### src/sv/bsr_pkg.sv
package bsr_pkg;

	localparam int unsigned RAD_W  = 64;
	localparam int unsigned ROOT_W = 32;
	// one restoring step per result bit
	localparam int unsigned N_ITER = ROOT_W;

	typedef enum logic [1:0] {
		MODE_INT     = 2'd0,
		MODE_FIX     = 2'd1,
		MODE_FIX_LOW = 2'd2,
		MODE_NONE    = 2'd3
	} mode_t;

	// control that travels with each item down the pipe
	typedef struct packed {
		logic  valid;
		mode_t mode;
	} stage_ctl_t;

endpackage

### src/sv/bsr_prep.sv
module bsr_prep
	import bsr_pkg::*;
#(
	parameter int unsigned FRAC_BITS = 16
) (
	input  logic                clk,
	input  logic                arst_n,
	input  logic                en,
	input  logic                valid,
	input  logic [1:0]          mode,
	input  logic [RAD_W-1:0]    radicand,
	output stage_ctl_t          ctl_s1,
	output logic [RAD_W-1:0]    rem_s1
);

	mode_t            mode_m;
	logic [RAD_W-1:0] operand;
	logic             valid_s1;
	mode_t            mode_s1;

	assign mode_m = mode_t'(mode);
	assign ctl_s1 = '{valid: valid_s1, mode: mode_s1};

	// operand selection per mode
	always_comb begin
		case (mode_m)
			MODE_INT:     operand = radicand;
			MODE_FIX:     operand = {32'b0, radicand[31:0]} << FRAC_BITS;
			MODE_FIX_LOW: operand = {33'b0, radicand[30:0]};
			default:      operand = '0;
		endcase
	end

	always_ff @(posedge clk or negedge arst_n) begin
		if (!arst_n) begin
			valid_s1 <= 1'b0;
		end else if (en) begin
			valid_s1 <= valid;
		end
	end

	always_ff @(posedge clk) begin
		if (en) begin
			mode_s1 <= mode_m;
			rem_s1  <= operand;
		end
	end

endmodule

### config.mk
export PLATFORM = sky130hd
export DESIGN_NAME = bsr_prep
export DESIGN_NICKNAME = d
export VERILOG_FILES = /design/src/sv/bsr_pkg.sv /design/src/sv/bsr_prep.sv
export SDC_FILE = /design/constraint.sdc
export NUM_CORES = 1
export LEC_CHECK = 0
export BUFFER_PORTS_ARGS = -buffer_cell sky130_fd_sc_hd__buf_2
export CORE_ASPECT_RATIO = 0.75
export CORE_MARGIN = 5
export CORE_UTILIZATION = 45
export CTS_BUF_LIST = sky130_fd_sc_hd__clkbuf_16
export DETAILED_ROUTE_END_ITERATION = 6
export GPL_ROUTABILITY_DRIVEN = 1
export PLACE_DENSITY_LB_ADDON = 0.1
export SETUP_SLACK_MARGIN = 0.2
export SLEW_MARGIN = 20
export SYNTH_ARGS = -nofsm -noshare
export SYNTH_HDL_FRONTEND = slang
export SYNTH_SLANG_ARGS = --single-unit
### constraint.sdc
create_clock -name clk -period 1.05 [get_ports clk]
set_clock_uncertainty 0.1 [all_clocks]
set_input_delay 0.1575 -clock clk [delete_from_list [all_inputs] [get_ports clk]]
set_output_delay 0.1575 -clock clk [all_outputs]
set_load 0.01 [all_outputs]
==> key figures <==
CTS
  • Worst-path clk slew: 0.06 ns
  • Htree depth: 3
  • CTS tree: done
  • Clock Tree Buf Depth: 2
  • Hold Buf Count CTS: 1
  • Num Clock Sinks: 67
  • Number of buffers created by CTS: 9
  • Clock latency on the worst-skew pair: about 0.32 ns
  • Clock Tree Root: clkbuf_16

STA
  • Final Hold Fails: 1
  • Slew HR: 80.7%
  • Part of the cycle the worst path needs: 106%
  • RSZ-0062 raised after global routing: yes
  • Setup violators final: between 60 and 70
  • Hold slack: -0.0352 ns
  • Fmax: 0.898 GHz
  • Final WS setup: -0.0639 ns
  • Final Critical Period: 1.11 ns
  • Pins Over Slew Limit: 0
  • Worst-Margin Slew: 0.289 ns

Setup path
  • CP Launch Type: flop
  • Data arrival time of the worst path: between 0.8 and 0.9 ns
  • Buf/Inv on CP: 1
  • Worst path cell trace: buf_2
  • Family with the most delay on the worst path: flip-flops
  • CP endpoint kind: output port
  • Worst path max stage delay: 0.38 ns
  • Slowest CP cell: edfxtp_1
  • WP data required: 0.79 ns
  • Crit Path Category: reg2out
  • Crit path max fanout: 1

Flow run
  • Max-cap violations: 0

Pwr
  • Maximum vdd drop: 1120 uV
  • Clock share of power: 43.5%
  • Pwr dens: 1830 mW/mm2
  • Sw power: around 1.6 mW
  • Switching part of the total power: 21.6%
  • Flop pwr share: around 45%
  • Comb pwr share: between 10% and 20%
  • P_int: 5.67 mW
  • Tot Pwr: 7.22 mW
  • Leakage: 1.75 nW

Logic synthesis
  • Ys Warns: 0
  • Synthesized flop and latch total: between 60 and 70
  • Avg Inst Size Synth: 16.6 um2
  • Synth cell types: 17
  • Syn_nets: approximately 230
  • Dominant cell type by area after synthesis: edfxtp_1
  • Netlist Area Pre-Place: 0.00269 mm2
  • Seq/Total Area, Yosys: between 70% and 80%
  • Mapped Cells: 162
  • Top cell type's share of synthesized area: 73.7%
  • Area contributors post-synth: edfxtp_1, mux2i_1, a22o_1

Global routing
  • Total GRT Usage: 17.5%
  • Global-route wire length before repair: 10200 um
  • Initial antenna violation count: 0
  • Largest net degree at the start of global routing: 30
  • Vias in the first global route: ~2.0k
  • GRT overflow: 0

Detailed routing
  • Post-Route WL: 6550 um
  • Residual DRC: 0
  • Via count: between 1.5k and 2k
  • 1st-iter DRT viols: 44
  • Drt wl/cell: approximately 16 um
  • Vias per cell: 4.69
  • First-pass detailed-route iteration total: 4
  • Remaining antenna violation count after routing: 0

Cells and area
  • Fillers: about 470
  • Final Cell Area: 0.00394 mm2
  • Synth-to-Final Area Change: 46.7%
  • Post-route insts no fill: 402
  • Most frequent cells in the layout: buf_2, edfxtp_1, mux2i_1, nor2_1, and2_1
  • Nets: 389
  • Footprint of the multi-input gates: 604 um2
  • Diodes inserted: 0
  • Register Area: ~0.002 mm2
  • Layout Utilization: 68.0%
  • Share of cells above drive strength 1: 53.4%
  • Most common cell after layout, fill and taps aside: buf_2

Placement
  • I/O Buffers: 136
  • Cells after DPL: 380
  • Post-DP Area: 0.00352 mm2
  • Routability cong.: 0.748
  • DP HPWL: between 4000 and 5000 um

Die
  • Core area: around 0.0058 mm2
  • Die footprint: 0.00763 mm2
  • DIE HEIGHT: about 77 um
  • IO Count: 137
  • Die Wd: 99.2 um
  • Initial Utilization: 46.4%
  • Row cnt: 24

Min path
  • Min-Delay Path Class: in2reg

Status
  • Status: complete, but fails checks
  • Failing checks: hold timing, setup timing
## cell usage after synthesis (all sizes together)
cell    instances
mux2            1
a22o           15
dfrtp           1
nor2           18
clkbuf          2
mux2i          17
nor2b          15
edfxtp         66
inv             1
buf             8
and2           16
and2b           2
## worst paths after layout
check | from | end | slack (ns) | depth (start not counted)
worst max-delay path | rem_s1[21] | rem_s1[21] | -0.06 | 1
worst min-delay path | valid | valid_s1 | -0.04 | 2
worst max register to register | valid_s1 | valid_s1 | 0.21 | 1
worst min register to register | valid_s1 | valid_s1 | 0.41 | 1
max in group asynchronous | arst_n | valid_s1 | 0.72 | 2
min in group asynchronous | arst_n | valid_s1 | 0.05 | 2
## flip-flops by register name, indices dropped and copies added, names as in the netlist
| register | cells |
|---|---|
| mode_s1 | 2 |
| valid_s1 | 1 |
| rem_s1 | 64 |
## metrics by stage
stage,setup TNS (ns),worst slack [ns]
after global placement,-3.59,-0.0958
after detailed placement,-5.40,-0.153
after floorplan,-0.0275,-0.00275
after CTS,-3.29,-0.0797
after global routing,-4.88,-0.103
final,-2.17,-0.0639
## final cells by class
cell class,count,area share (%)
clock inverter,7,2.35
sequential,67,50.9
timing repair buffer,156,23.2
inverter,1,0.0952
multi-input combinational,84,15.3
clock buffer,9,5.71
tap,78,2.47
## logic make-up after synthesis
group,share of synthesized area [%]
simple gates,10.8
buf+inv,2.84
compound gates,4.89
mux,6.75
flops,74.7
## routing by layer
| metal | vias to the layer above | wire [um] | global-route usage [%] |
|---|---|---|---|
| li1 | 913 | - | - |
| met5 | - | 0 | 0 |
| met3 | 10 | 605 | 8.43 |
| met1 | 879 | 2640 | 20.2 |
| met2 | 83 | 3260 | 29.4 |
| met4 | 0 | 51 | 4.50 |
## power groups by stage
stage	Sequential, mW	Clock, mW	Combinational, mW
final	3.24	3.14	0.844
after global routing	3.26	3.34	0.915
after CTS	3.24	3.19	0.828
after detailed placement	3.30	0	0.808
after global placement	3.29	0	0.795
after floorplan	3.42	0	0.232
## what timing repair did
action	CTS	global route
setup buffers	2	2
endpoints found under the setup margin	72	91
gates resized for setup	0	5
pin swaps	0	1
cloned	0	1
hold endpoints to repair	3	2
(Power assumes the default switching activity.)
