[src/sv/bsr_pkg.sv]
package bsr_pkg;

	localparam int unsigned RAD_W  = 64;
	localparam int unsigned ROOT_W = 32;
	// one restoring step per result bit
	localparam int unsigned N_ITER = ROOT_W;

	typedef enum logic [1:0] {
		MODE_INT     = 2'd0,
		MODE_FIX     = 2'd1,
		MODE_FIX_LOW = 2'd2,
		MODE_NONE    = 2'd3
	} mode_t;

	// control that travels with each item down the pipe
	typedef struct packed {
		logic  valid;
		mode_t mode;
	} stage_ctl_t;

endpackage

[src/sv/bsr_post.sv]
module bsr_post
	import bsr_pkg::*;
#(
	parameter int unsigned FRAC_BITS = 16
) (
	input  logic                clk,
	input  logic                arst_n,
	input  logic                en,
	input  stage_ctl_t          ctl_prev,
	input  logic [ROOT_W-1:0]   root_prev,
	output logic                valid_q,
	output logic [ROOT_W-1:0]   root_q
);

	localparam int unsigned HALF_FRAC = FRAC_BITS / 2;

	logic [ROOT_W-1:0] result;

	always_comb begin
		case (ctl_prev.mode) inside
			MODE_INT, MODE_FIX: result = root_prev;
			MODE_FIX_LOW:       result = root_prev << HALF_FRAC;
			default:            result = '0;
		endcase
	end

	always_ff @(posedge clk or negedge arst_n) begin
		if (!arst_n) begin
			valid_q <= 1'b0;
		end else if (en) begin
			valid_q <= ctl_prev.valid;
		end
	end

	always_ff @(posedge clk) begin
		if (en) begin
			root_q <= result;
		end
	end

endmodule

[config.mk]
export PLATFORM = sky130hd
export DESIGN_NAME = bsr_post
export DESIGN_NICKNAME = d
export VERILOG_FILES = /design/src/sv/bsr_pkg.sv /design/src/sv/bsr_post.sv
export SDC_FILE = /design/constraint.sdc
export NUM_CORES = 1
export LEC_CHECK = 0
export BUFFER_PORTS_ARGS = -buffer_cell sky130_fd_sc_hd__buf_4
export CAP_MARGIN = 20
export CORE_UTILIZATION = 40
export DETAILED_ROUTE_END_ITERATION = 12
export GPL_TIMING_DRIVEN = 0
export PLACE_DENSITY = 0.7
export SLEW_MARGIN = 20
export SYNTH_ARGS = -nofsm -noshare
export SYNTH_HDL_FRONTEND = slang
export SYNTH_SLANG_ARGS = --single-unit
[constraint.sdc]
create_clock -name clk -period 2 [get_ports clk]
set_clock_uncertainty 0.2 [all_clocks]
set_input_delay 0.3 -clock clk [delete_from_list [all_inputs] [get_ports clk]]
set_output_delay 0.3 -clock clk [all_outputs]
set_load 0.1 [all_outputs]
==> results.json, run 1 <==
{
  "grt_pass1_vias": 889,
  "period_share_pct": 73.6,
  "ys_seq_area_share_pct": 74.2,
  "relSlewSlack_pct": 72.4,
  "ant_nets": 0,
  "grt_first_pass_wirelength_mm": 4.33,
  "wl_per_cell_um": 14.8,
  "cp_num_buf_inv": 1,
  "gp_congestion": 0.761,
  "firstDrtPassIters": 4,
  "worstHoldPathType": "in -> reg",
  "layout_common_cells": "buf_4, edfxtp_1, a22o_1",
  "coreArea_sq_mm": 0.00310,
  "drc_errors": 0,
  "via_per_inst": 4.73,
  "ys_ff_latch": 33,
  "tightest_slew_ns": 0.414,
  "fin_tns_setup_ns": 0,
  "period_needed_ns": 1.47,
  "finalSetupViolations": 0,
  "num_io_pins": 71,
  "cp.required_ns": 1.50,
  "synth.cell_area_sq_mm": 0.00133,
  "cap_violations": 0,
  "cp_max_fo": 2,
  "nFillCells": 260,
  "num_rows": 20,
  "cts.sinks": 33,
  "synth.distinct_cells": 9,
  "cp.arrival_ns": 0.97,
  "initial_core_util_pct": 42.8,
  "fin_nets": 190,
  "drv_slew": 0,
  "p_leak_nw": 0.871,
  "synth_nets": 111,
  "tritoncts": "built",
  "syn_inst": 73,
  "wl_mm": 2.92,
  "clk_pin_slew_ns": 0.10,
  "drt_iter0_drc": 24,
  "grt_max_degree": 34,
  "yosysWarnings": 0,
  "hold_viol_final": 0,
  "setup.worst_path.end_class": "output pin",
  "die_y_um": 59.6,
  "cts_resized": 0,
  "status": "finished clean",
  "die_w_um": 59.6,
  "fmax_ghz": 0.680,
  "root_buffer": "clkbuf_4",
  "hold_slack_ns": 0.0594,
  "ctsHtreeMaxLevel": 2,
  "clk-insertion-delay-late_ns": 0.32,
  "crit_chain": "buf_4",
  "antenna_found_initial": 0,
  "vias": 931,
  "dp_hpwl_mm": 2.16,
  "avgSynthCellArea_sq_um": 18.2,
  "portBuffers": 70,
  "p_per_area_mw_per_mm2": 946,
  "crit_type": "reg -> out",
  "cp_top_family": "flip-flops",
  "diodes": 0,
  "numCtsBuffers": 5,
  "ir_drop_mv": 0.441,
  "area_delta_synth_final_pct": 49.1,
  "fin_total_pwr_w": 0.00187,
  "final_common_cell": "buf_4",
  "dieArea_sq_mm": 0.00356,
  "slowest_delay_ns": 0.36,
  "crit_slowest_cell": "dfrtp_1",
  "grt-ovfl-total": 0,
  "grt_setup_unrepaired": "no",
  "cts_buffer_depth": 2,
  "start_kind": "flop",
  "grtUsageTotal_pct": 17.3,
  "drive_gt1_share_pct": 54.9
}
[stage by stage]
step           setup slack, ns  util (%)  cell area (sq um)  instances
2_1_floorplan            0.544         -               1330         73
3_3_place_gp             0.517      61.5               1910        187
5_1_grt                  0.458      63.8               1980        197
6_report                 0.529      63.8               1980        197
3_5_place_dp             0.510      61.5               1910        187
4_1_cts                  0.512      63.8               1980        197
[report_power, final]
part	internal (W)	switching [W]	total, W
logic	0.000164	0.000517	0.000680
registers	0.000827	0.0000168	0.000844
clock network	0.000134	0.000216	0.000350
[per-layer routing]
metal,track usage [%],up-vias,share of wire [%]
met4,8.97,0,1.2
met5,0,-,0
li1,-,454,-
met2,27.0,42,48
met1,22.5,431,43
met3,3.93,4,7.3
[synthesized netlist by cell type]
| master | n | area share (%) |
|---|---|---|
| a22o_1 | 24 | 16 |
| and2b_1 | 8 | 4.5 |
| inv_1 | 1 | 0.28 |
| mux2_2 | 1 | 0.85 |
| buf_2 | 2 | 0.75 |
| buf_6 | 3 | 2.5 |
| nor2b_4 | 1 | 1.0 |
| dfrtp_1 | 1 | 1.9 |
| edfxtp_1 | 32 | 72 |
[final timing paths]
kind,startpoint,cells after the start,endpoint,slack [ns]
setup / recovery,valid_q,1,valid_q,0.53
hold / removal,root_prev[1],2,root_q[9],0.06
setup reg to reg,valid_q,1,valid_q,1.05
hold reg to reg,valid_q,1,valid_q,0.33
max in group asynchronous,arst_n,2,valid_q,1.44
min in group asynchronous,arst_n,2,valid_q,0.08
[kinds of logic after synthesis]
kind of cell | count (synthesis) | share of synthesized area (%)
AOI/OAI and AO/OA | 24 | 15.8
buffers and inverters | 6 | 3.58
DFF | 33 | 74.2
muxes | 1 | 0.847
and+or+nand+nor | 9 | 5.56
[area by class of cell]
cell class | count | area [sq um] | area share, %
buffer | 5 | 43.8 | 2.21
tap | 44 | 55.1 | 2.78
inverter | 1 | 3.75 | 0.190
multi-input combinational | 34 | 295 | 14.9
clock inverter | 2 | 10.0 | 0.505
sequential | 33 | 986 | 49.8
timing repair buffer | 72 | 546 | 27.5
clock buffer | 6 | 41.3 | 2.08
[sequential cells by signal, summed over array words and instances, names as in the netlist]
name	flops
root_q	32
valid_q	1
[timing repair]
| item | in CTS | in global routing |
|---|---|---|
| hold buffers | 2 | 0 |
| hold endpoints to repair | 2 | 0 |
| setup buffers | 0 | 0 |
Power figures use the tool's default switching activity.
==> inputs of run 2 (changes only) <==
- clock period: 2 -> 1.5 ns (I/O delays scaled with it)
==> results.json, run 2 (synthesized netlist as in run 1, its figures left out) <==
{
  "grt-ovfl-total": 0,
  "ir_drop_mv": 0.604,
  "die_y_um": 59.6,
  "dieArea_sq_mm": 0.00356,
  "diodes": 0,
  "vias": 1135,
  "via_per_inst": 4.93,
  "antenna_found_initial": 0,
  "cts.sinks": 33,
  "start_kind": "flop",
  "firstDrtPassIters": 4,
  "fmax_ghz": 0.705,
  "p_leak_nw": 1.01,
  "clk_pin_slew_ns": 0.10,
  "layout_common_cells": "buf_4, dlygate4sd3_1, edfxtp_1",
  "die_w_um": 59.6,
  "initial_core_util_pct": 42.8,
  "coreArea_sq_mm": 0.00310,
  "p_per_area_mw_per_mm2": 1120,
  "setup.worst_path.end_class": "output pin",
  "numCtsBuffers": 5,
  "num_rows": 20,
  "dp_hpwl_mm": 2.16,
  "cp.arrival_ns": 0.99,
  "relSlewSlack_pct": 71.9,
  "grt_max_degree": 34,
  "top_register": "root_q",
  "wl_per_cell_um": 16.0,
  "drt_iter0_drc": 35,
  "cp_top_family": "flip-flops",
  "r2r_cells": 1,
  "final_common_cell": "buf_4",
  "crit_chain": "buf_4",
  "tightest_slew_ns": 0.421,
  "largest_registers": "root_q: 32 flops, valid_q: 1 flops",
  "drive_gt1_share_pct": 45.2,
  "fin_tns_setup_ns": 0,
  "cp.required_ns": 1.07,
  "grt_first_pass_wirelength_mm": 5.23,
  "utilization_pct": 74.5,
  "portBuffers": 70,
  "grt_setup_unrepaired": "no",
  "ant_nets": 0,
  "cts_buffer_depth": 2,
  "drc_errors": 0,
  "area_delta_synth_final_pct": 73.9,
  "period_share_pct": 94.5,
  "fin_nets": 223,
  "worstHoldPathCells": 2,
  "crit_type": "reg -> out",
  "grt_pass1_vias": 1079,
  "tritoncts": "built",
  "root_buffer": "clkbuf_4",
  "period_needed_ns": 1.42,
  "worstHoldPathType": "in -> reg",
  "cp.depth": 1,
  "grtUsageTotal_pct": 20.9,
  "hold_viol_final": 0,
  "cp_num_buf_inv": 1,
  "clk-insertion-delay-late_ns": 0.33,
  "status": "finished clean",
  "finalSetupViolations": 0,
  "cts_setup_buffers": 0,
  "drv_slew": 0,
  "wl_mm": 3.69,
  "slowest_delay_ns": 0.36,
  "gp_congestion": 0.761,
  "ctsHtreeMaxLevel": 2,
  "cp_max_fo": 1,
  "crit_slowest_cell": "edfxtp_1",
  "cap_violations": 0,
  "num_io_pins": 71,
  "largest_register_ffs": 32
}
-- run 2: cell type report --
type,instances,area [sq um]
clock buffer,6,41.3
multi-input combinational,34,295
tap,44,55.1
inverter,1,3.75
buffer,5,43.8
sequential,33,986
timing repair buffer,105,876
fill,221,792
clock inverter,2,10.0
-- run 2: report_power, final --
| part | internal (W) | switching, W |
|---|---|---|
| Clock | 0.000178 | 0.000293 |
| Combinational | 0.000274 | 0.000713 |
| Sequential | 0.00110 | 0.0000246 |
-- run 2: stage by stage --
| step | total power (W) | cells | setup WS (ns) | instance area [sq um] | hold WS [ns] |
|---|---|---|---|---|---|
| after detailed placement | 0.00205 | 187 | 0.0850 | 1910 | -0.197 |
| after global placement | 0.00204 | 187 | 0.0923 | 1910 | -0.199 |
| final | 0.00259 | 230 | 0.0824 | 2310 | 0.123 |
| after floorplan | 0.00181 | 73 | 0.0441 | 1330 | -0.271 |
| after CTS | 0.00258 | 228 | 0.0867 | 2290 | 0.00844 |
| after global routing | 0.00268 | 230 | 0.0319 | 2310 | 0.114 |
-- run 2: worst paths after layout --
| path | start | endpoint | slack [ns] |
|---|---|---|---|
| max in group asynchronous | arst_n | valid_q | 0.47 |
| max reg2reg | valid_q | valid_q | 0.55 |
| min | ctl_prev[1] | root_q[0] | 0.12 |
| max | root_q[12] | root_q[12] | 0.08 |
| min in group asynchronous | arst_n | valid_q | 0.53 |
| min reg2reg | valid_q | valid_q | 0.33 |
-- run 2: repair_timing --
action,in CTS,in global routing
gates resized for setup,0,0
hold buffers,33,2
hold endpoints to repair,33,2
-- run 2: layer usage --
layer,global-route usage [%],wire length (um)
met1,25.0,1450
met2,35.8,1910
met3,4.15,225
met4,10.6,108
met5,0,0
