<file path="config.mk">
export PLATFORM = sky130hd
export DESIGN_NAME = bsr_iter
export DESIGN_NICKNAME = d
export VERILOG_FILES = /design/src/sv/bsr_pkg.sv /design/src/sv/bsr_iter.sv
export SDC_FILE = /design/constraint.sdc
export NUM_CORES = 1
export LEC_CHECK = 0
export BUFFER_PORTS_ARGS = -buffer_cell sky130_fd_sc_hd__buf_2
export CORE_MARGIN = 2
export CORE_UTILIZATION = 30
export CTS_BUF_LIST = sky130_fd_sc_hd__clkbuf_8
export DETAILED_ROUTE_END_ITERATION = 12
export GPL_TIMING_DRIVEN = 0
export RECOVER_POWER = 50
export SYNTH_ARGS = -nofsm -noshare
export SYNTH_HDL_FRONTEND = slang
export SYNTH_SLANG_ARGS = --single-unit
</file>
<file path="constraint.sdc">
create_clock -name clk -period 0.8 [get_ports clk]
set_input_delay 0.12 -clock clk [delete_from_list [all_inputs] [get_ports clk]]
set_output_delay 0.12 -clock clk [all_outputs]
set_load 0.05 [all_outputs]
</file>
<file path="src/sv/bsr_pkg.sv">
package bsr_pkg;

	localparam int unsigned RAD_W  = 64;
	localparam int unsigned ROOT_W = 32;
	// one restoring step per result bit
	localparam int unsigned N_ITER = ROOT_W;

	typedef enum logic [1:0] {
		MODE_INT     = 2'd0,
		MODE_FIX     = 2'd1,
		MODE_FIX_LOW = 2'd2,
		MODE_NONE    = 2'd3
	} mode_t;

	// control that travels with each item down the pipe
	typedef struct packed {
		logic  valid;
		mode_t mode;
	} stage_ctl_t;

endpackage

</file>
<file path="src/sv/bsr_iter.sv">
module bsr_iter
	import bsr_pkg::*;
#(
	parameter int unsigned BIT = 31
) (
	input  logic                clk,
	input  logic                arst_n,
	input  logic                en,
	input  stage_ctl_t          ctl_prev,
	input  logic [RAD_W-1:0]    rem_prev,
	input  logic [ROOT_W-1:0]   root_prev,
	output stage_ctl_t          ctl_sn,
	output logic [RAD_W-1:0]    rem_sn,
	output logic [ROOT_W-1:0]   root_sn
);

	logic [RAD_W-1:0] trial;
	logic             fits;
	logic             valid_sn;
	mode_t            mode_sn;

	// (2*root + 2^bit) << bit; the two terms never overlap
	assign trial = ({32'b0, root_prev} << (BIT + 1)) | (64'd1 << (2 * BIT));
	assign fits  = (trial <= rem_prev);

	assign ctl_sn = '{valid: valid_sn, mode: mode_sn};

	always_ff @(posedge clk or negedge arst_n) begin
		if (!arst_n) begin
			valid_sn <= 1'b0;
		end else if (en) begin
			valid_sn <= ctl_prev.valid;
		end
	end

	always_ff @(posedge clk) begin
		if (en) begin
			mode_sn <= ctl_prev.mode;
			rem_sn  <= fits ? (rem_prev - trial) : rem_prev;
			root_sn <= root_prev | (ROOT_W'(fits) << BIT);
		end
	end

endmodule

</file>
==> results of run 1 <==
==> per-layer routing <==
layer | up-vias | track usage [%] | part of all wire, %
met5 | - | 0 | 0
met4 | 0 | 5.899 | 1.6
met3 | 17 | 3.778 | 5.9
met2 | 158 | 30.68 | 50
met1 | 2206 | 22.35 | 43
li1 | 2281 | - | -
==> flip-flops by register name, summed over array words and instances (netlist names) <==
signal and cells:
rem_sn 64, root_sn 32, mode_sn 2, valid_sn 1
==> layout make-up <==
class / instances / area share, %
buffer: 6 / 1.171
sequential: 99 / 33.06
clock inverter: 7 / 1.199
timing repair buffer: 295 / 29.09
inverter: 37 / 1.715
clock buffer: 9 / 1.380
tap: 225 / 3.136
multi-input combinational: 306 / 29.24
==> placed cells by master, fill, tap and decap left out, drive strengths merged, types with 3 or more instances in the layout <==
master,count
buf,217
edfxtp,98
dlygate4sd3,68
a21oi,60
inv,40
nor2,39
nand2,31
ha,31
clkbuf,25
o21ai,21
xnor2,17
xor2,11
mux2,10
nand3,8
nand2b,7
a21o,6
nor4,6
nand4,5
nor4b,5
o21a,4
o211ai,3
a31oi,3
o21bai,3
o31ai,3
nor2b,3
==> kinds of logic after synthesis <==
logic type	count (synthesis)	synth area share, %
AOI/OAI and AO/OA	117	14.42
xor gates and xnor gates	28	4.609
adders and majority gates	32	7.667
DFF	99	55.79
muxes	10	2.117
and+or+nand+nor	119	11.03
buffers and inverters	48	4.374
==> worst paths after layout <==
path                                from           to  slack (ns)  cells past startpoint
max                         rem_prev[42]   rem_sn[49]       -1.42                      9
min                        root_prev[31]  root_sn[31]        0.04                      3
min reg2reg                     valid_sn     valid_sn        0.57                      1
min in group asynchronous         arst_n     valid_sn        0.55                      3
max in group asynchronous         arst_n     valid_sn        0.15                      3
max reg2reg                     valid_sn     valid_sn        0.02                      1
==> power groups by stage <==
stage / combinational, mW / clock (mW) / sequential [mW]
after CTS: 6.17 / 3.92 / 6.54
after global routing: 6.77 / 4.12 / 6.60
after floorplan: 1.79 / 0 / 8.28
after detailed placement: 4.89 / 0 / 6.53
after global placement: 4.83 / 0 / 6.54
final: 6.37 / 3.81 / 6.54
==> timing repair <==
action	4_1_cts	5_1_grt
setup buffers	18	6
setup endpoints to repair	191	158
cloned	1	1
gates resized for setup	265	40
pin swaps	27	15
hold buffers	68	0
endpoints found under the hold margin	67	0
==> per-stage QoR <==
step	instances	hold slack, ns	util, %	cell area (sq um)	TNS (ns)
6_report	984	0.03672	51.90	8976	-79.18
5_1_grt	984	0.04122	51.90	8976	-88.90
4_1_cts	979	0.01748	50.81	8788	-72.64
3_5_place_dp	879	-0.1034	39.00	6745	-107.23
3_3_place_gp	878	-0.1054	38.82	6715	-200.87
2_1_floorplan	453	-0.1756	-	5433	-46.46
==> flow_summary.ini, run 1 <==
[global_routing]
overflow = 0
grt_usage_pct = 17.88
grt_first_pass_wirelength_um = 25630
antenna_found_initial = 0
grt_pass1_vias = 4918
grt_max_degree = 60

[power]
netSwitchingFraction_pct = 35.48
p_clk_share_pct = 22.8
p_seq_share_pct = 39.1
leakage_nw = 3.632
switchingPower_mw = 5.935
p_comb_share_pct = 38.1
finalPower_mw = 16.73
p_per_area_nw_per_um2 = 1864
p_int_mw = 10.79
irDropWorstVdd_v = 0.001112

[drt]
first_pass_iters = 4
vias = 4662
drc_errors = 0
antenna_left = 0
wl_per_cell_um = 17.14
viasPerCell = 4.738
postRouteWirelength_um = 16870
drt_iter0_markers = 226

[flow_run]
max_cap_viol_count = 0

[cells_and_area]
drive_above_1_share_pct = 43.74
num-fill-cells = 1463
regArea_sq_um = 2968
area_growth_pct = 68.72
multi_input_area_sq_um = 2625
diodes = 0
fin_nets = 888

[worst_setup_path]
crit_type = input pin to flop
cp_num_buf_inv = 2
crit_path_end_kind = flop
slowest_delay_ns = 0.54
cp_data_arrival_time_ns = 2.35
crit_chain = buf_6, ha_4, nand4_1, or4_4, nor4_4, nor3b_2, a21oi_4, buf_8, mux2_4
critical-path-slowest-cell = or4_4
cp_top_family = simple AND/OR/NAND/NOR gates
worstSetupStartpointType = input pin
path_max_fanout = 5
required_ns = 0.93

[clock_network]
path_clk_slew_ns = 0.11
clock_sinks = 99
cts_root_buf = clkbuf_8
cts_buffers = 9
cts_tree = built
cts_buffer_depth = 2
insertion_delay_ns = 0.38
htreeDepth = 3

[logic_synthesis]
yosysMostFrequentCell = edfxtp_1
netlist_instances = 453
ys_ff_latch = 99
synthDistinctLibCells = 54
synth_warnings = 0
syn_area_per_cell_sq_um = 11.74
synth_edf_count = 98
yosysTopAreaCell = edfxtp_1
synth_fp_nets = 587
ys.flop_type = edfxtp_1
yosysSeqAreaShare_pct = 55.79
async_reset_ff_share_pct = 1.010
synthTopCellsByCount = edfxtp_1, a21oi_1, nor2_1
synth_top_area_share_pct = 55.32
synth_area_leaders = edfxtp_1, ha_1, a21oi_1
netlist_area_sq_um = 5320

[timing]
clock_skew_ns = 0
slew_headroom_pct = 57.78
slew_violations = 0
rsz0062_at_grt = true
worstMarginPinSlew_ns = 0.6333
period_share_pct = 277.6
setup_viol_count_final = 191
finalCriticalPeriod_ns = 2.221
max_freq_mhz = 450.2
timing_hold_violations_final = 0
fin_ws_ns = -1.421

[min_path]
hold_path_class = input pin to flop

[placement]
dp_worst_setup_slack_ns = -2.120
place.gp.congestion = 0.8619
dpl.hpwl_um = 11450
portBuffers = 200

[floorplanning]
die_w_um = 137.2
core_area_sq_um = 17300
die_y_um = 137.2
ios = 201
start_util_pct = 30.76
dieArea_sq_um = 18810
row_count = 48

[status]
violations = negative setup slack
status = complete, but fails checks
No activity file was read; power rests on OpenSTA's default activity.
==> inputs of run 2 (changes only) <==
--- a/config.mk
+++ b/config.mk
@@ -11,7 +11,7 @@
 export CTS_BUF_LIST = sky130_fd_sc_hd__clkbuf_8
 export DETAILED_ROUTE_END_ITERATION = 12
 export GPL_TIMING_DRIVEN = 0
-export RECOVER_POWER = 50
 export SYNTH_ARGS = -nofsm -noshare
 export SYNTH_HDL_FRONTEND = slang
 export SYNTH_SLANG_ARGS = --single-unit
+export TNS_END_PERCENT = 30
==> constraint.sdc (replaced) <==
create_clock -name clk -period 2.2 [get_ports clk]
set_input_delay 0.33 -clock clk [delete_from_list [all_inputs] [get_ports clk]]
set_output_delay 0.33 -clock clk [all_outputs]
set_load 0.05 [all_outputs]
==> run 2 against run 1 <==
The run still ends with negative setup slack left; count of clock-buffer cells in the layout is the same; via count shrank 6.0%; first-iteration DRC count shrank 12%; worst setup slack gained 1.1 ns; register-to-register slack gained 1.4 ns.
==> flow_summary.ini, run 2 (synthesis gave the netlist of run 1 again) <==
[status]
status = complete, but fails checks
violations = negative setup slack

[worst_setup_path]
cp_num_buf_inv = 3
worstSetupStartpointType = input pin
crit_type = input pin to flop
slowest_delay_ns = 0.55
crit_chain = buf_6, inv_2, ha_4, nand4_1, or4_4, nor4_4, nor3b_2, a21oi_4, buf_8, mux2_4
cp_top_family = simple AND/OR/NAND/NOR gates
required_ns = 2.34
crit_path_end_kind = flop
path_max_fanout = 5
critical-path-slowest-cell = or4_4
cp_data_arrival_time_ns = 2.61

[timing]
finalCriticalPeriod_ns = 2.479
whs_ns = 0.1176
clock_skew_ns = 0
fin_ws_ns = -0.2792
worstMarginPinSlew_ns = 0.6594
timing_hold_violations_final = 0
tns_ns = -6.593
period_share_pct = 112.7
slew_violations = 0
max_freq_mhz = 403.3
rsz0062_at_grt = true
setup_viol_count_final = 33
slew_headroom_pct = 56.04

[cells_and_area]
final_cell_mix = buf_2, edfxtp_1, a21oi_1
top_register = rem_sn
final_cells = 912
drive_above_1_share_pct = 48.03
largest_reg_flops = 64
top_regs = rem_sn: 64 flops, root_sn: 32 flops, mode_sn: 2 flops
diodes = 0
layout_commonest_cell = buf_2
stdcell_area_sq_um = 7527
fin_nets = 816
area_growth_pct = 41.49

[global_routing]
grt_first_pass_wirelength_um = 21790
grt_pass1_vias = 4363
antenna_found_initial = 0
grt_max_degree = 52
grt_usage_pct = 15.32
overflow = 0

[drt]
drt_iter0_markers = 198
drc_errors = 0
postRouteWirelength_um = 14670
vias = 4384
antenna_left = 0
wl_per_cell_um = 16.09
first_pass_iters = 4
viasPerCell = 4.807

[placement]
dpl.hpwl_um = 11050
dpl.cell_count = 879
dp_worst_setup_slack_ns = -1.012
portBuffers = 200
placement.cell_area_sq_um = 6716
place.gp.congestion = 0.7943

[power]
p_per_area_nw_per_um2 = 749.2
irDropWorstVdd_v = 0.0003861
leakage_nw = 3.129

[clock_network]
insertion_delay_ns = 0.38
cts_buffers = 9
cts_buffer_depth = 2
cts_root_buf = clkbuf_8
clock_sinks = 99
cts_tree = built
path_clk_slew_ns = 0.10
htreeDepth = 3

[floorplanning]
start_util_pct = 30.76
die_w_um = 137.2
row_count = 48
dieArea_sq_um = 18810
die_y_um = 137.2
ios = 201
core_area_sq_um = 17300

[min_path]
hold_path_class = input pin to flop

[flow_run]
max_cap_viol_count = 0
==> run 2: per-layer routing <==
metal | track usage [%] | up-vias | routed length (um)
li1 | - | 2133 | -
met1 | 19.37 | 2072 | 6529
met2 | 25.15 | 159 | 6885
met3 | 3.519 | 20 | 973
met4 | 6.415 | 0 | 286
met5 | 0 | - | 0
==> run 2: repair_timing <==
item,4_1_cts,5_1_grt
endpoints found under the setup margin,33,33
resized for setup,61,27
pin swaps,17,15
endpoints found under the hold margin,1,0
gates cloned,1,0
setup buffers,12,6
hold buffers,1,0
==> run 2: report_power, final <==
part | leakage [nW] | internal [mW] | switching (mW) | total (mW)
registers | 0.972 | 2.29 | 0.0409 | 2.33
clock network | 0.114 | 0.662 | 0.708 | 1.37
logic | 2.04 | 0.640 | 1.30 | 1.94
==> run 2: path summary, 6_finish.rpt <==
path	endpoint	cells after the start	slack [ns]	startpoint
hold reg to reg	valid_sn	1	0.53	valid_sn
hold / removal	mode_sn[0]	1	0.12	ctl_prev[0]
max in group asynchronous	valid_sn	2	1.88	arst_n
setup reg to reg	valid_sn	1	1.45	valid_sn
setup / recovery	rem_sn[50]	10	-0.28	root_prev[13]
min in group asynchronous	valid_sn	2	0.23	arst_n
==> run 2: metrics by stage <==
step / util [%] / total power [mW]
after detailed placement: 38.83 / 4.130
final: 43.52 / 5.639
after CTS: 42.74 / 5.659
after global placement: 38.66 / 4.108
after floorplan: - / 3.653
after global routing: 43.52 / 5.905
==> run 2: final cells by class <==
type	instances	area, sq um
timing repair buffer	221	1245
clock inverter	7	107.6
multi-input combinational	306	2531
fill	1651	9769
inverter	37	148.9
tap	225	281.5
clock buffer	9	123.9
buffer	8	121.4
sequential	99	2968
==> inputs of run 3 (changes only) <==
==> constraint.sdc (replaced) <==
create_clock -name clk -period 2.2 [get_ports clk]
set_input_delay 0.11 -clock clk [delete_from_list [all_inputs] [get_ports clk]]
set_output_delay 0.11 -clock clk [all_outputs]
set_load 0.05 [all_outputs]
==> run 3 against run 2 <==
The run still ends with negative setup slack left; sequential share of layout area is 3.4 points lower; total power down 1.9%; via count up 7.6%; die area did not move; clock skew did not move; sequential power is essentially flat; critical path type unchanged; largest cell class unchanged; largest power group unchanged.
==> flow_summary.ini, run 3 (synthesis gave the netlist of run 1 again) <==
[status]
status = complete, but fails checks
violations = negative setup slack

[clock_network]
path_clk_slew_ns = 0.11
cts_buffer_depth = 2
htreeDepth = 3
cts_buffers = 9
cts_tree = built
insertion_delay_ns = 0.38
clock_sinks = 99
cts_root_buf = clkbuf_8

[worst_setup_path]
cp_data_arrival_time_ns = 2.36
crit_chain = buf_4, inv_8, ha_4, fa_2, nand2b_4, a21oi_4, o21ai_2, a22oi_2, a21oi_4, a21oi_4, buf_8, mux2_4
critical-path-slowest-cell = fa_2
path_max_fanout = 5
cp_top_family = compound AO/OA/AOI/OAI gates
cp_num_buf_inv = 3
crit_path_end_kind = flop
required_ns = 2.34
crit_path_frequent_cell = a21oi_4
slowest_delay_ns = 0.34
crit_type = input pin to flop
worstSetupStartpointType = input pin

[cells_and_area]
drive_above_1_share_pct = 44.33
top_regs = rem_sn: 64 flops, root_sn: 32 flops, mode_sn: 2 flops
final_cell_mix = buf_2, edfxtp_1, dlygate4sd3_1
utilization_pct = 47.63
regArea_sq_um = 2968
num-fill-cells = 1605
top_register = rem_sn
diodes = 0
stdcell_area_sq_um = 8239
fin_nets = 887
area_growth_pct = 54.87
multi_input_area_sq_um = 2534
layout_commonest_cell = buf_2
largest_reg_flops = 64

[timing]
slew_headroom_pct = 55.26
setup_viol_count_final = 8
period_share_pct = 101.0
rsz0062_at_grt = true
tns_ns = -0.1274
finalCriticalPeriod_ns = 2.223
max_freq_mhz = 449.8
timing_hold_violations_final = 0
worstMarginPinSlew_ns = 0.6711
fin_ws_ns = -0.02307
slew_violations = 0
clock_skew_ns = 0

[global_routing]
overflow = 0
grt_busiest_layer = met2
grt_util_met2_pct = 27.47
grt_pass1_vias = 4659
antenna_found_initial = 0
grt_max_degree = 52
met1_usage_pct = 20.11
grt_usage_pct = 16.48
grt_first_pass_wirelength_um = 23530
use_met3_pct = 4.111

[floorplanning]
die_w_um = 137.2
row_count = 48
ios = 201
core_area_sq_um = 17300
dieArea_sq_um = 18810
start_util_pct = 30.76
die_y_um = 137.2

[placement]
dpl.hpwl_um = 11070
placement.cell_area_sq_um = 6716
portBuffers = 200
dp_worst_setup_slack_ns = -0.7956
place.gp.congestion = 0.7943

[drt]
vias = 4716
wl_per_cell_um = 16.11
viasPerCell = 4.798
drc_errors = 0
antenna_left = 0
first_pass_iters = 4
postRouteWirelength_um = 15840
drt_iter0_markers = 181

[power]
finalPower_mw = 5.535
p_per_area_nw_per_um2 = 671.8
irDropWorstVdd_v = 0.0003670
leakage_nw = 3.416

[flow_run]
max_cap_viol_count = 0

[min_path]
hold_path_class = input pin to flop
-- run 3: cell count changes in the layout (fill, tap and decap cells not counted), sizes merged --
cell         change
clkinv           +1
clkinvlp         +1
dlygate4sd3     +68
bufinv           -2
buf              +2
clkbuf           +1
-- run 3: area by class of cell --
cell class | count | share of cell area (%)
inverters | 37 | 1.868
repair buffers | 292 | 24.24
clock inverters | 7 | 0.7289
plain buffers | 8 | 1.473
clock buffers | 9 | 1.503
well taps | 225 | 3.417
multi-input cells | 306 | 30.75
flip-flops and latches | 99 | 36.02
-- run 3: metal layers --
metal	vias to the layer above	part of all wire (%)	wire length, um
li1	2275	-	-
met1	2244	43	6821
met2	170	48	7615
met3	27	6.4	1020
met4	0	2.4	380
met5	-	0	0
-- run 3: report_power, final --
| group | internal, mW | total [mW] | switching, mW |
|---|---|---|---|
| clock | 0.431 | 1.13 | 0.704 |
| sequential | 2.29 | 2.32 | 0.0395 |
| combinational | 0.743 | 2.08 | 1.33 |
-- run 3: final timing paths --
check | depth (start not counted) | endpoint | from | slack (ns)
max | 12 | rem_sn[50] | rem_prev[32] | -0.02
min | 2 | rem_sn[60] | rem_prev[60] | 0.04
max reg2reg | 1 | valid_sn | valid_sn | 1.45
min reg2reg | 1 | valid_sn | valid_sn | 0.53
max in group asynchronous | 3 | valid_sn | arst_n | 1.56
min in group asynchronous | 3 | valid_sn | arst_n | 0.54
-- run 3: through the flow --
step / hold slack, ns / std cells
2_1_floorplan: -0.1856 / 453
3_3_place_gp: -0.1154 / 878
3_5_place_dp: -0.1119 / 879
4_1_cts: 0.01301 / 975
5_1_grt: 0.03309 / 983
6_report: 0.04168 / 983
-- run 3: what timing repair did --
item                                   CTS  global route
setup buffers                           12             7
resized for setup                       50            48
endpoints found under the hold margin   68             0
gates cloned                             1             2
hold buffers                            69             0
setup endpoints to repair               33            32
pin swaps                               16            16
